--- src/rtl/ets_ram.sv ---
// Generic single-port-write, single-port-read RAM with registered read data.
module ets_ram #(
   parameter int WIDTH = 8,
   parameter int DEPTH = 64
) (
   input  logic                     clock,
   input  logic                     wr_en,
   input  logic [$clog2(DEPTH)-1:0] wr_addr,
   input  logic [WIDTH-1:0]         wr_data,
   input  logic [$clog2(DEPTH)-1:0] rd_addr,
   output logic [WIDTH-1:0]         rd_data
);
   logic [WIDTH-1:0] mem [DEPTH];

   always_ff @(posedge clock) begin
      if (wr_en) begin
         mem[wr_addr] <= wr_data;
      end
      rd_data <= mem[rd_addr];
   end
endmodule

--- config.mk ---
export PLATFORM = sky130hd
export DESIGN_NAME = ets_ram
export DESIGN_NICKNAME = d
export VERILOG_FILES = /design/src/rtl/ets_ram.sv
export SDC_FILE = /design/constraint.sdc
export NUM_CORES = 1
export LEC_CHECK = 0
export BUFFER_PORTS_ARGS = -buffer_cell sky130_fd_sc_hd__clkbuf_2
export CAP_MARGIN = 0
export CORE_MARGIN = 4
export CORE_UTILIZATION = 54
export DETAILED_ROUTE_END_ITERATION = 6
export PLACE_DENSITY_LB_ADDON = 0.1
export RECOVER_POWER = 100
export SETUP_SLACK_MARGIN = 0.15
export SYNTH_ARGS = -nofsm -noshare
export SYNTH_HDL_FRONTEND = slang
export SYNTH_SLANG_ARGS = --single-unit
export TNS_END_PERCENT = 50
--- constraint.sdc ---
create_clock -name clock -period 4.59 [get_ports clock]
set_input_delay 0.918 -clock clock [delete_from_list [all_inputs] [get_ports clock]]
set_output_delay 0.918 -clock clock [all_outputs]
set_load 0.01 [all_outputs]
==> results.json, run 1 <==
{
  "hold_violations": 0,
  "wl_per_cell_um": 29.4,
  "ant_nets": 0,
  "synth_common_cells": "edfxtp_1, mux4_2, nor2_1",
  "drtIter0Drc": 945,
  "grt_pass1_vias": 9596,
  "finalWeightedCongestion": 0.864,
  "arrival_ps": 3890,
  "overflow": 0,
  "syn_nets": 962,
  "worst_pin_slew_ps": 3040,
  "final_max_slew_viol_count": 473,
  "max_freq_mhz": 289,
  "n_antenna_cell": 0,
  "path_class": "in2reg",
  "critPathLaunchType": "primary input",
  "avgViaCountPerCell": 6.31,
  "area_growth_pct": 10.9,
  "fin_area_um2": 22400,
  "route.met3.wl_um": 3170,
  "dr.pass1.iters": 5,
  "drive_gt1_share_pct": 22.9,
  "synth_top_area_cell": "edfxtp_1",
  "fin_skew_ps": 24.1,
  "holdCritPathClass": "reg2reg",
  "core_area_um2": 36700,
  "synth_flop_cell": "edfxtp_1",
  "synth_area_leaders": "edfxtp_1, mux4_2, nor2_1",
  "grt_pass1_wl_um": 65600,
  "fin_nets": 1021,
  "synth_warnings": 0,
  "synth-edff-count": 512,
  "outcome": "finished with violations",
  "wl_met2_um": 20700,
  "cp_max_fo": 63,
  "slowest_delay_ps": 1040,
  "clk-insertion-delay-late_ps": 580,
  "p_per_area_nw_per_um2": 437,
  "violations": "capacitance limit, slew limit",
  "n_fill_cell": 2594,
  "die_x_um": 201,
  "cts_max_level": 2,
  "finalCritPeriodShare_pct": 75.3,
  "grtUsageTotal_pct": 22.2,
  "vias": 9511,
  "wl_met1_um": 19300,
  "ys_types": 40,
  "p_leak_nw": 6.91,
  "dieArea_um2": 40500,
  "syn_inst": 940,
  "yosysTopAreaCellShare_pct": 76.2,
  "top_layer_used": "met4",
  "num_rows": 70,
  "synth.avg_cell_area_um2": 21.5,
  "cts_hold_buf": 0,
  "yosysMostFrequentCell": "edfxtp_1",
  "grt_max_degree": 70,
  "cp.required_ps": 5030,
  "yosys_register_bits": 520,
  "drc_errors": 0,
  "max_slew_margin_pct": -103,
  "fin_crit_ps": 3460,
  "io_buffers": 29,
  "ys_seq_area_share_pct": 77.0,
  "cp_slowest_cell": "clkbuf_4",
  "clockBufferDepth": 3,
  "setup_violations": 0,
  "cts-root-buf": "clkbuf_16",
  "synth_area_um2": 20200,
  "grt_antenna_before_repair": 0,
  "clk_pin_slew_ps": 60,
  "cap_violations": 10,
  "start_util_pct": 55.0,
  "die_h_um": 201,
  "ir_drop_mv": 0.282,
  "cts_resized": 0,
  "rsz0062_at_grt": "no",
  "dpl_cell_area_um2": 20800,
  "cts.sinks": 520,
  "numCtsBuffers": 53,
  "ioPinCount": 30,
  "cts_tree": "yes",
  "hpwlAfterDp_um": 26600,
  "postRouteWirelength_um": 44300,
  "ys_async_sr_fraction_pct": 0,
  "end_kind": "flip-flop",
  "path_cells": "clkbuf_4, buf_4, mux4_2, mux2_1, o221a_2, nor3_1, o32ai_1",
  "postCtsSetupBuffers": 0,
  "fin_setup_tns_ps": 0
}
[final timing paths]
kind / cells past startpoint / end / slack (ps) / startpoint
worst max-delay path: 7 / rd_data[6]$_DFF_P_ / 1130 / rd_addr[0]
worst min-delay path: 3 / rd_data[4]$_DFF_P_ / 840 / mem[30][4]$_DFFE_PP_
worst max register to register: 5 / rd_data[0]$_DFF_P_ / 2590 / mem[15][0]$_DFFE_PP_
worst min register to register: 3 / rd_data[4]$_DFF_P_ / 840 / mem[30][4]$_DFFE_PP_
[power breakdown]
| part | switching (mW) | internal (mW) |
|---|---|---|
| Clock | 1.71 | 2.32 |
| Sequential | 0.0153 | 5.27 |
| Combinational | 0.303 | 0.174 |
| Total | 2.02 | 7.76 |
[per-stage QoR]
step | util, % | setup slack, ps | hold slack [ps] | power (mW) | cells
3_3_place_gp | 56.7 | 1050 | 798 | 5.86 | 1412
6_report | 60.9 | 1130 | 838 | 9.78 | 1507
4_1_cts | 61.1 | 1620 | 817 | 9.86 | 1507
3_5_place_dp | 56.7 | 1020 | 820 | 5.86 | 1412
2_1_floorplan | - | 2000 | 718 | 5.65 | 940
5_1_grt | 60.9 | 816 | 841 | 10.1 | 1507
[flip-flops by register name, indices dropped and copies added (netlist names)]
name     count
mem        512
rd_data      8
[cells in the final DEF, fill, tap and decap left out, types with 3 or more instances in the layout]
| cell | netlist | routed |
|---|---|---|
| nor2b_1 | 14 | 14 |
| a221oi_1 | 6 | 6 |
| nor3_1 | 7 | 7 |
| nand3_1 | 13 | 13 |
| o2bb2ai_1 | 3 | 3 |
| mux4_2 | 126 | 126 |
| clkinv_1 | 0 | 14 |
| dfxtp_1 | 8 | 8 |
| clkbuf_16 | 0 | 55 |
| nand3b_1 | 3 | 3 |
| a21oi_1 | 3 | 3 |
| a211oi_1 | 4 | 4 |
| nor2_1 | 83 | 83 |
| mux2i_1 | 23 | 23 |
| buf_4 | 13 | 16 |
| clkbuf_2 | 0 | 11 |
| clkinv_2 | 0 | 9 |
| edfxtp_1 | 512 | 512 |
| a22oi_1 | 3 | 3 |
| o2111ai_1 | 3 | 3 |
| o221ai_1 | 8 | 8 |
| nand2_1 | 19 | 19 |
| nand2b_1 | 7 | 7 |
| clkbuf_1 | 17 | 37 |
| mux2_2 | 13 | 11 |
| o22ai_1 | 8 | 8 |
[logic make-up after synthesis]
group                  Yosys count  synth area share [%]
AO/OA/AOI/OAI                   54                  2.07
buffers and inverters           51                  1.57
flip-flops                     520                  77.0
multiplexers                   162                  15.9
AND/OR/NAND/NOR                153                  3.39
[area by class of cell]
cell class                      instances  area, um2  share of cell area, %
Multi-Input combinational cell        369       4320                   19.3
Timing Repair Buffer                   55        300                   1.34
Clock buffer                           68       1450                   6.46
Sequential cell                       520      15500                   69.5
Clock inverter                         27        174                  0.778
Tap cell                              468        586                   2.62
[metal layers]
metal  up-vias  GRT usage (%)
met2       362           33.4
met4         0           6.47
met5         -              0
met3        66           4.71
met1      5024           33.5
li1       4059              -
[worst max-delay path, delay by kind of cell]
kind | cells | cell delay, ps
AOI/OAI and AO/OA | 2 | 420
buffers and inverters | 2 | 1440
muxes | 2 | 870
and+or+nand+nor | 1 | 220
(Power assumes the default switching activity.)
==> inputs of run 2 (changes only) <==
- clock period: 4.59 -> 3.1 ns (I/O delays scaled with it)
==> run 2 against run 1 <==
- the run still ends with capacitance limit, slew limit left
- combinational power grew 53%
- first-iteration DRC count down 9.6%
- sequential power increased by 48%
- critical endpoint is now rd_data[2]$_DFF_P_
- hold slack lost 350 ps
- critical path depth unchanged
- cell count up 5.4%
- via count up 2.3%
- global-route usage down 0.11 points
- wire length shrank 0.71%
==> results.json, run 2 (synthesis results as in run 1) <==
{
  "reg2reg_from": "mem[28][6]$_DFFE_PP_",
  "hpwlAfterDp_um": 28200,
  "ir_drop_mv": 0.500,
  "slowest_delay_ps": 570,
  "cp_slowest_cell": "mux4_2",
  "critPathLaunch": "rd_addr[0]",
  "final_cell_mix": "edfxtp_1, mux4_2, clkbuf_1",
  "p_per_area_nw_per_um2": 632,
  "dp_slack_ps": 154,
  "fin_crit_ps": 2490,
  "ioPinCount": 30,
  "hold_ws_ps": 488,
  "fin_ws_ps": 608,
  "cts.sinks": 520,
  "io_buffers": 29,
  "setup_violations": 0,
  "use_met2_pct": 33.6,
  "grt_util_met3_pct": 4.45,
  "clockBufferDepth": 3,
  "overflow": 0,
  "die_h_um": 201,
  "top_regs": "mem x512, rd_data x8",
  "cts_max_level": 2,
  "hold_start": "wr_data[2]",
  "violations": "capacitance limit, slew limit",
  "grt_pass1_wl_um": 66300,
  "area_growth_pct": 12.8,
  "num_rows": 70,
  "cap_violations": 3,
  "cp.required_ps": 3580,
  "cts_hold_buf": 0,
  "grt_antenna_before_repair": 0,
  "fin_nets": 1105,
  "cp_max_fo": 43,
  "n_antenna_cell": 0,
  "crit_top_cell": "mux4_2",
  "dr.pass1.iters": 5,
  "top_register": "mem",
  "finalCritPeriodShare_pct": 80.4,
  "grt_pass1_vias": 9875,
  "avgViaCountPerCell": 6.13,
  "max_freq_mhz": 401,
  "finalWeightedCongestion": 0.803,
  "grt_max_degree": 65,
  "numCtsBuffers": 51,
  "drtIter0Drc": 854,
  "dieArea_um2": 40500,
  "path_class": "in2reg",
  "postCtsSetupBuffers": 0,
  "final_common_cell": "edfxtp_1",
  "fin_skew_ps": 17.3,
  "wl_per_cell_um": 27.7,
  "largest_reg_flops": 512,
  "start_util_pct": 55.0,
  "arrival_ps": 2970,
  "postRouteWirelength_um": 44000,
  "critPathLaunchType": "primary input",
  "max_slew_margin_pct": -36.9,
  "fin_setup_tns_ps": 0,
  "outcome": "finished with violations",
  "clk_pin_slew_ps": 60,
  "grt_use_met1_pct": 33.8,
  "rsz0062_at_grt": "no",
  "busiest_layer": "met1",
  "core_area_um2": 36700,
  "vias": 9734,
  "path_cells": "clkbuf_8, clkbuf_1, mux4_2, mux4_2, nor2_1, nor3_1, o2bb2ai_1",
  "worst_pin_slew_ps": 2050,
  "clk-insertion-delay-late_ps": 580,
  "n_fill_cell": 2621,
  "rrSetupSlack_ps": 1030,
  "finalPower_mw": 14.4,
  "hold_violations": 0,
  "p_leak_nw": 7.08,
  "cts_tree": "yes",
  "final_max_slew_viol_count": 70,
  "ant_nets": 0,
  "die_x_um": 201,
  "end_kind": "flip-flop",
  "cts-root-buf": "clkbuf_16",
  "drc_errors": 0,
  "drive_gt1_share_pct": 22.9,
  "holdCritPathClass": "in2reg",
  "grtUsageTotal_pct": 22.0,
  "cts_resized": 0
}
-- run 2: per-layer routing --
layer  up-vias  share of wire (%)
met5         -                  0
met4         0                1.7
met3        57                7.4
met2       333                 47
met1      5136                 44
li1       4208                  -
-- run 2: layout make-up --
type                       count  area, um2  share of cell area, %
multi-input combinational    369       4320                   19.0
sequential                   520      15500                   68.3
clock buffer                  67       1380                   6.06
tap                          468        586                   2.57
timing repair buffer         141        756                   3.32
clock inverter                23        181                  0.797
-- run 2: worst max-delay path: cells and delay by family --
family                 cells  cell delay (ps)
AOI/OAI and AO/OA          1              130
and+or+nand+nor            2              190
muxes                      2             1070
buffers and inverters      2              920
-- run 2: per-stage QoR --
stage          utilization, %  cells  area, um2
2_1_floorplan               -    940      20200
4_1_cts                  62.9   1588      23100
3_3_place_gp             58.6   1498      21500
6_report                 62.0   1588      22800
5_1_grt                  62.0   1588      22800
3_5_place_dp             58.6   1498      21500
-- run 2: report_power, final --
part | switching (mW) | internal [mW]
clock network | 2.48 | 3.36
logic | 0.445 | 0.283
registers | 0.0238 | 7.79
-- run 2: final timing paths --
| path | endpoint | cells after the start |
|---|---|---|
| worst max-delay path | rd_data[2]$_DFF_P_ | 7 |
| worst min-delay path | mem[10][2]$_DFFE_PP_ | 1 |
| worst max register to register | rd_data[6]$_DFF_P_ | 5 |
| worst min register to register | rd_data[4]$_DFF_P_ | 3 |
