### src/rtl/ets_pkg.sv
// Shared types, codes and constant tables of the task table scheduler.
package ets_pkg;

   // Request codes
   localparam logic [2:0] REQ_CREATE   = 3'd0;
   localparam logic [2:0] REQ_SET_EXEC = 3'd1;
   localparam logic [2:0] REQ_SET_DL   = 3'd2;
   localparam logic [2:0] REQ_SET_RATE = 3'd3;
   localparam logic [2:0] REQ_SET_POL  = 3'd4;
   localparam logic [2:0] REQ_SET_ST   = 3'd5;
   localparam logic [2:0] REQ_PICK     = 3'd6;
   localparam logic [2:0] REQ_NOP      = 3'd7;

   // Status codes
   localparam logic [1:0] STS_OK       = 2'd0;
   localparam logic [1:0] STS_NO_PID   = 2'd1;
   localparam logic [1:0] STS_REJECT   = 2'd2;
   localparam logic [1:0] STS_NO_SLOT  = 2'd3;

   // Task states
   localparam logic [2:0] TS_UNUSED    = 3'd0;
   localparam logic [2:0] TS_EMBRYO    = 3'd1;
   localparam logic [2:0] TS_RUNNABLE  = 3'd3;
   localparam logic [2:0] TS_RUNNING   = 3'd4;
   localparam logic [2:0] TS_ZOMBIE    = 3'd5;

   // Policies
   localparam logic [1:0] POL_EDF      = 2'd0;
   localparam logic [1:0] POL_RM       = 2'd1;
   localparam logic [1:0] POL_NONE     = 2'd3;

   localparam int DIV_W    = 23;
   localparam int DIVS_W   = 16;
   localparam int LIMIT_W  = 10;
   localparam int RESET_LIMIT = 100;

   typedef struct packed {
      logic [15:0] pid;
      logic [15:0] deadline;
      logic [15:0] wcet;
      logic [15:0] rate;
      logic [7:0]  prio;
      logic [1:0]  policy;
      logic [31:0] elapsed;
      logic        killed;
      logic [31:0] arrival;
   } ets_rec_type;

   // Priority from rate: (118 - 3*rate)/29, at least 1.
   function automatic logic [7:0] rate_priority(input logic [15:0] rate);
      logic [7:0] t;
      logic [7:0] p;
      t = 8'd118 - (8'({2'b00, rate[5:0]}) * 8'd3);
      if (rate > 16'd39) begin
         p = 8'd1;
      end else if (t >= 8'd116) begin
         p = 8'd4;
      end else if (t >= 8'd87) begin
         p = 8'd3;
      end else if (t >= 8'd58) begin
         p = 8'd2;
      end else begin
         p = 8'd1;
      end
      return p;
   endfunction

   // Rate-monotonic utilisation bound, in tenths of a percent.
   function automatic logic [9:0] rm_bound(input logic [15:0] pid);
      logic [5:0] i;
      logic [9:0] b;
      i = 6'(pid - 16'd2);
      case (i)
         6'd1: b = 10'd1000; 6'd2: b = 10'd828; 6'd3: b = 10'd779; 6'd4: b = 10'd756;
         6'd5: b = 10'd743;  6'd6: b = 10'd734; 6'd7: b = 10'd728; 6'd8: b = 10'd724;
         6'd9: b = 10'd720;  6'd10: b = 10'd717; 6'd11: b = 10'd715; 6'd12: b = 10'd713;
         6'd13: b = 10'd711; 6'd14: b = 10'd710; 6'd15: b = 10'd709; 6'd16: b = 10'd708;
         6'd17: b = 10'd707; 6'd18: b = 10'd706; 6'd19: b = 10'd705; 6'd20: b = 10'd705;
         6'd21: b = 10'd704; 6'd22: b = 10'd704; 6'd23: b = 10'd703; 6'd24: b = 10'd703;
         6'd25: b = 10'd702; 6'd26: b = 10'd702; 6'd27: b = 10'd702; 6'd28: b = 10'd701;
         6'd29: b = 10'd701; 6'd30: b = 10'd701; 6'd31: b = 10'd700; 6'd32: b = 10'd700;
         6'd33: b = 10'd700; 6'd34: b = 10'd700; 6'd35: b = 10'd700; 6'd36: b = 10'd699;
         6'd37: b = 10'd699; 6'd38: b = 10'd699; 6'd39: b = 10'd699; 6'd40: b = 10'd699;
         6'd41: b = 10'd699; 6'd42: b = 10'd698; 6'd43: b = 10'd698; 6'd44: b = 10'd698;
         6'd45: b = 10'd698; 6'd46: b = 10'd698; 6'd47: b = 10'd698; 6'd48: b = 10'd698;
         6'd49: b = 10'd698; 6'd50: b = 10'd697; 6'd51: b = 10'd697; 6'd52: b = 10'd697;
         6'd53: b = 10'd697; 6'd54: b = 10'd697; 6'd55: b = 10'd697; 6'd56: b = 10'd697;
         6'd57: b = 10'd697; 6'd58: b = 10'd697; 6'd59: b = 10'd697; 6'd60: b = 10'd697;
         6'd61: b = 10'd697; 6'd62: b = 10'd697; 6'd63: b = 10'd696;
         default: b = 10'd696;
      endcase
      if (pid < 16'd3 || pid > 16'd65) begin
         b = 10'd696;
      end
      return b;
   endfunction

endpackage

### src/rtl/ets_div.sv
// Restoring divider for the EDF utilisation, one quotient bit per cycle.
module ets_div (
   input  logic                        clock,
   input  logic                        reset,
   input  logic                        start,
   input  logic [ets_pkg::DIV_W-1:0]   dividend,
   input  logic [ets_pkg::DIVS_W-1:0]  divisor,
   output logic                        done,
   output logic [ets_pkg::DIV_W-1:0]   quotient
);
   import ets_pkg::*;

   localparam int CW = $clog2(DIV_W + 1);

   logic [DIV_W-1:0]  q_ff, q_in;
   logic [DIVS_W-1:0] rem_ff, rem_in;
   logic [DIVS_W-1:0] d_ff, d_in;
   logic [CW-1:0]     cnt_ff, cnt_in;
   logic              run_ff, run_in;
   logic              done_ff, done_in;
   logic [DIVS_W:0]   trial;

   always_comb begin
      q_in    = q_ff;
      rem_in  = rem_ff;
      d_in    = d_ff;
      cnt_in  = cnt_ff;
      run_in  = run_ff;
      done_in = 1'b0;
      trial   = {rem_ff, q_ff[DIV_W-1]};
      if (start) begin
         q_in   = dividend;
         rem_in = '0;
         d_in   = divisor;
         cnt_in = '0;
         run_in = 1'b1;
      end else if (run_ff) begin
         if (trial >= {1'b0, d_ff}) begin
            rem_in = DIVS_W'(trial - {1'b0, d_ff});
            q_in   = {q_ff[DIV_W-2:0], 1'b1};
         end else begin
            rem_in = trial[DIVS_W-1:0];
            q_in   = {q_ff[DIV_W-2:0], 1'b0};
         end
         cnt_in = cnt_ff + 1'b1;
         if (cnt_ff == CW'(DIV_W - 1)) begin
            run_in  = 1'b0;
            done_in = 1'b1;
         end
      end
   end

   always_ff @(posedge clock) begin
      if (reset) begin
         run_ff  <= 1'b0;
         done_ff <= 1'b0;
      end else begin
         run_ff  <= run_in;
         done_ff <= done_in;
      end
      q_ff   <= q_in;
      rem_ff <= rem_in;
      d_ff   <= d_in;
      cnt_ff <= cnt_in;
   end

   assign done     = done_ff;
   assign quotient = q_ff;
endmodule

### config.mk
export PLATFORM = sky130hd
export DESIGN_NAME = ets_div
export DESIGN_NICKNAME = d
export VERILOG_FILES = /design/src/rtl/ets_pkg.sv /design/src/rtl/ets_div.sv
export SDC_FILE = /design/constraint.sdc
export NUM_CORES = 1
export LEC_CHECK = 0
export ABC_AREA = 1
export BUFFER_PORTS_ARGS = -buffer_cell sky130_fd_sc_hd__buf_2
export CAP_MARGIN = 10
export CORE_UTILIZATION = 60
export DETAILED_ROUTE_END_ITERATION = 6
export GPL_TIMING_DRIVEN = 0
export PLACE_DENSITY = 0.85
export SYNTH_ARGS = -nofsm -noshare
export SYNTH_HDL_FRONTEND = slang
export SYNTH_SLANG_ARGS = --single-unit
export TNS_END_PERCENT = 1
### constraint.sdc
create_clock -name clock -period 4.3 [get_ports clock]
set_clock_uncertainty 0.1 [all_clocks]
set_input_delay 0.86 -clock clock [delete_from_list [all_inputs] [get_ports clock]]
set_output_delay 0.86 -clock clock [all_outputs]
set_load 0.01 [all_outputs]
==> impl_metrics.toml <==
[global_route]
grt_pass1_vias = 3000
antenna_found_initial = 0
grt_first_pass_wirelength_mm = 13.5
grt_max_degree = 33
overflow = 0
grt_usage = 0.282

[place]
pre_cts_slack_ps = 724
gp_congestion = 0.935
dp_hpwl_mm = 6.35
numPortBuffers = 65

[routing]
num_vias = 3285
drcViolationCount = 0
ant_nets = 0
via_per_inst = 5.24
finalWirelength_mm = 8.55
dr.pass1.iters = 5
wl_per_cell_um = 13.6
drtIter0Drc = 296

[worst_setup_path]
start_kind = "input port"
path_max_fanout = 32
crit_type = "input port to register"
crit_arrival_ps = 3320
end_kind = "register"
worstPathRequired_ps = 4420

[floorplanning]
io_pins = 66
dieArea_mm2 = 0.00636
start_util = 0.639
rows = 27
fp.dieH_um = 79.8
die_w_um = 79.8
core_area_mm2 = 0.00568

[synth]
synth_simple_gate_area_share = 0.331
synth_xor_area_frac = 0.0145
synth.avg_cell_area_um2 = 7.65
postSynthCellCount = 474
synth_top_family_by_area = "simple AND/OR/NAND/NOR gates"
synth-compound-area-share = 0.0435
netlist_area_mm2 = 0.00363
ys_seq_elements = 62
synth_mux_area_frac = 0
yosysSeqAreaShare = 0.450
synth_top_area_cell = "edfxtp_1"
syn-num-nets = 535
ys.flop_type = "edfxtp_1"
synthAdderAreaFrac = 0.0676
synth_top_area_frac = 0.323
synth_edf_count = 39
synth.distinct_cells = 34
synth.most_common_cell = "nand2_1"
ys_async_sr_fraction = 0
synthTopCellsByCount = "186 x nand2_1, 72 x inv_1, 39 x edfxtp_1"
ys.warnings.count = 0
ys_top_cells_by_area = "edfxtp_1 32%, nand2_1 19%, dfxtp_1 13%, inv_1 7.5%, ha_1 6.2%"

[clock_tree]
tritoncts = "built"
cts_sinks = 62
hold_buffers = 0
root_buffer = "clkbuf_8"
postCtsResizedCells = 0
cts_buffers = 9
clk_pin_slew_ps = 80
clock_path_buffers = 2
clk_latency_ps = 340
cts_setup_buffers = 0
ctsHtreeMaxLevel = 3

[sta]
maxSlewViolCount = 0
relSlewSlack = 0.265
worst-slew-pin-transition_ps = 1100
hold_viol = 0
max_clock_freq_ghz = 0.313
tns_ps = 0
setup_ws_ps = 1100
setup_viol = 0
period_minus_slack_ps = 3200
rsz0062_at_grt = "no"
fin_crit_sh = 0.744

[outcome]
outcome = "completed"

[cells_and_area]
antenna_cells = 0
area_growth_pct = 16.8
fill_cells = 444
drive_above_1_share = 0.193
nets = 611

[power_and_ir_drop]
max-vdd-ir-drop_mv = 0.306
power_density_mw_per_mm2 = 331
leakage_nw = 2.24

[flow_run]
drv_cap = 0

[min_path]
hold_path.class = "register to register"
## worst max-delay path: stages
cell and delay (ps):
buf_2 240, buf_2 250, nor2_2 420, clkinv_1 1020, o21ai_0 530
## layout by cell type (no fill, tap or decap), types with 5 or more instances in the layout
cell / Yosys / final
nor2_1: 16 / 16
nand3_1: 38 / 38
inv_1: 72 / 72
nand3b_1: 7 / 7
o21ai_0: 10 / 10
clkbuf_8: 0 / 9
dfxtp_1: 23 / 23
a21oi_1: 7 / 7
edfxtp_1: 39 / 39
nand4_1: 5 / 5
buf_2: 2 / 67
nor2_2: 5 / 5
nand2_1: 186 / 186
xnor2_1: 5 / 5
nor3_1: 5 / 5
ha_1: 18 / 18
## sequential cells by signal, summed over array words and instances (netlist names)
signal,count
cnt_ff,5
d_ff,16
done,1
quotient,23
rem_ff,16
run_ff,1
## per-layer routing
| metal | routed length (um) | track usage | part of all wire | vias to the layer above |
|---|---|---|---|---|
| met2 | 4120 | 0.452 | 0.48 | 119 |
| met4 | 116 | 0.0839 | 0.014 | 0 |
| met5 | 0 | 0 | 0 | - |
| met3 | 468 | 0.0709 | 0.055 | 16 |
| met1 | 3850 | 0.377 | 0.45 | 1498 |
| li1 | - | - | - | 1652 |
## cell type report
| cell class | count | area (um2) | area share |
|---|---|---|---|
| multi-input combinational | 327 | 1660 | 0.391 |
| sequential | 62 | 1630 | 0.385 |
| timing repair buffer | 65 | 325 | 0.0768 |
| inverter | 76 | 285 | 0.0673 |
| clock buffer | 9 | 124 | 0.0292 |
| tap | 72 | 90.1 | 0.0213 |
| clock inverter | 7 | 71.3 | 0.0168 |
| buffer | 9 | 55.1 | 0.0130 |
## path summary, 6_finish.rpt
kind                   from   endpoint  slack, ps  cells past startpoint
hold reg to reg   cnt_ff[4]  cnt_ff[4]        360                      1
setup reg to reg     run_ff  rem_ff[2]       1740                      3
hold / removal    cnt_ff[4]  cnt_ff[4]        360                      1
setup / recovery      start  rem_ff[2]       1100                      5
## metrics by stage
stage	hold WS (ps)	std cells	utilization	power (mW)	area [um2]
2_1_floorplan	324	474	-	0.824	3630
3_3_place_gp	351	611	0.712	0.892	4040
3_5_place_dp	355	611	0.712	0.899	4040
4_1_cts	365	627	0.747	1.41	4240
5_1_grt	393	627	0.747	1.46	4240
6_report	365	627	0.747	1.40	4240
## cells by family (layout without fill, tap and decap cells)
group	after synthesis	count (layout)
xor+xnor	6	6
buf+inv	85	166
compound gates	27	27
flops	62	62
fa+ha+maj	19	19
simple gates	275	275
## power breakdown
part	internal, mW	leakage (nW)	total (mW)	switching, mW
clock network	0.268	0.0937	0.512	0.244
registers	0.678	0.579	0.697	0.0189
logic	0.0717	1.56	0.193	0.121
total	1.02	2.24	1.40	0.384
No activity file was read; power rests on OpenSTA's default activity.
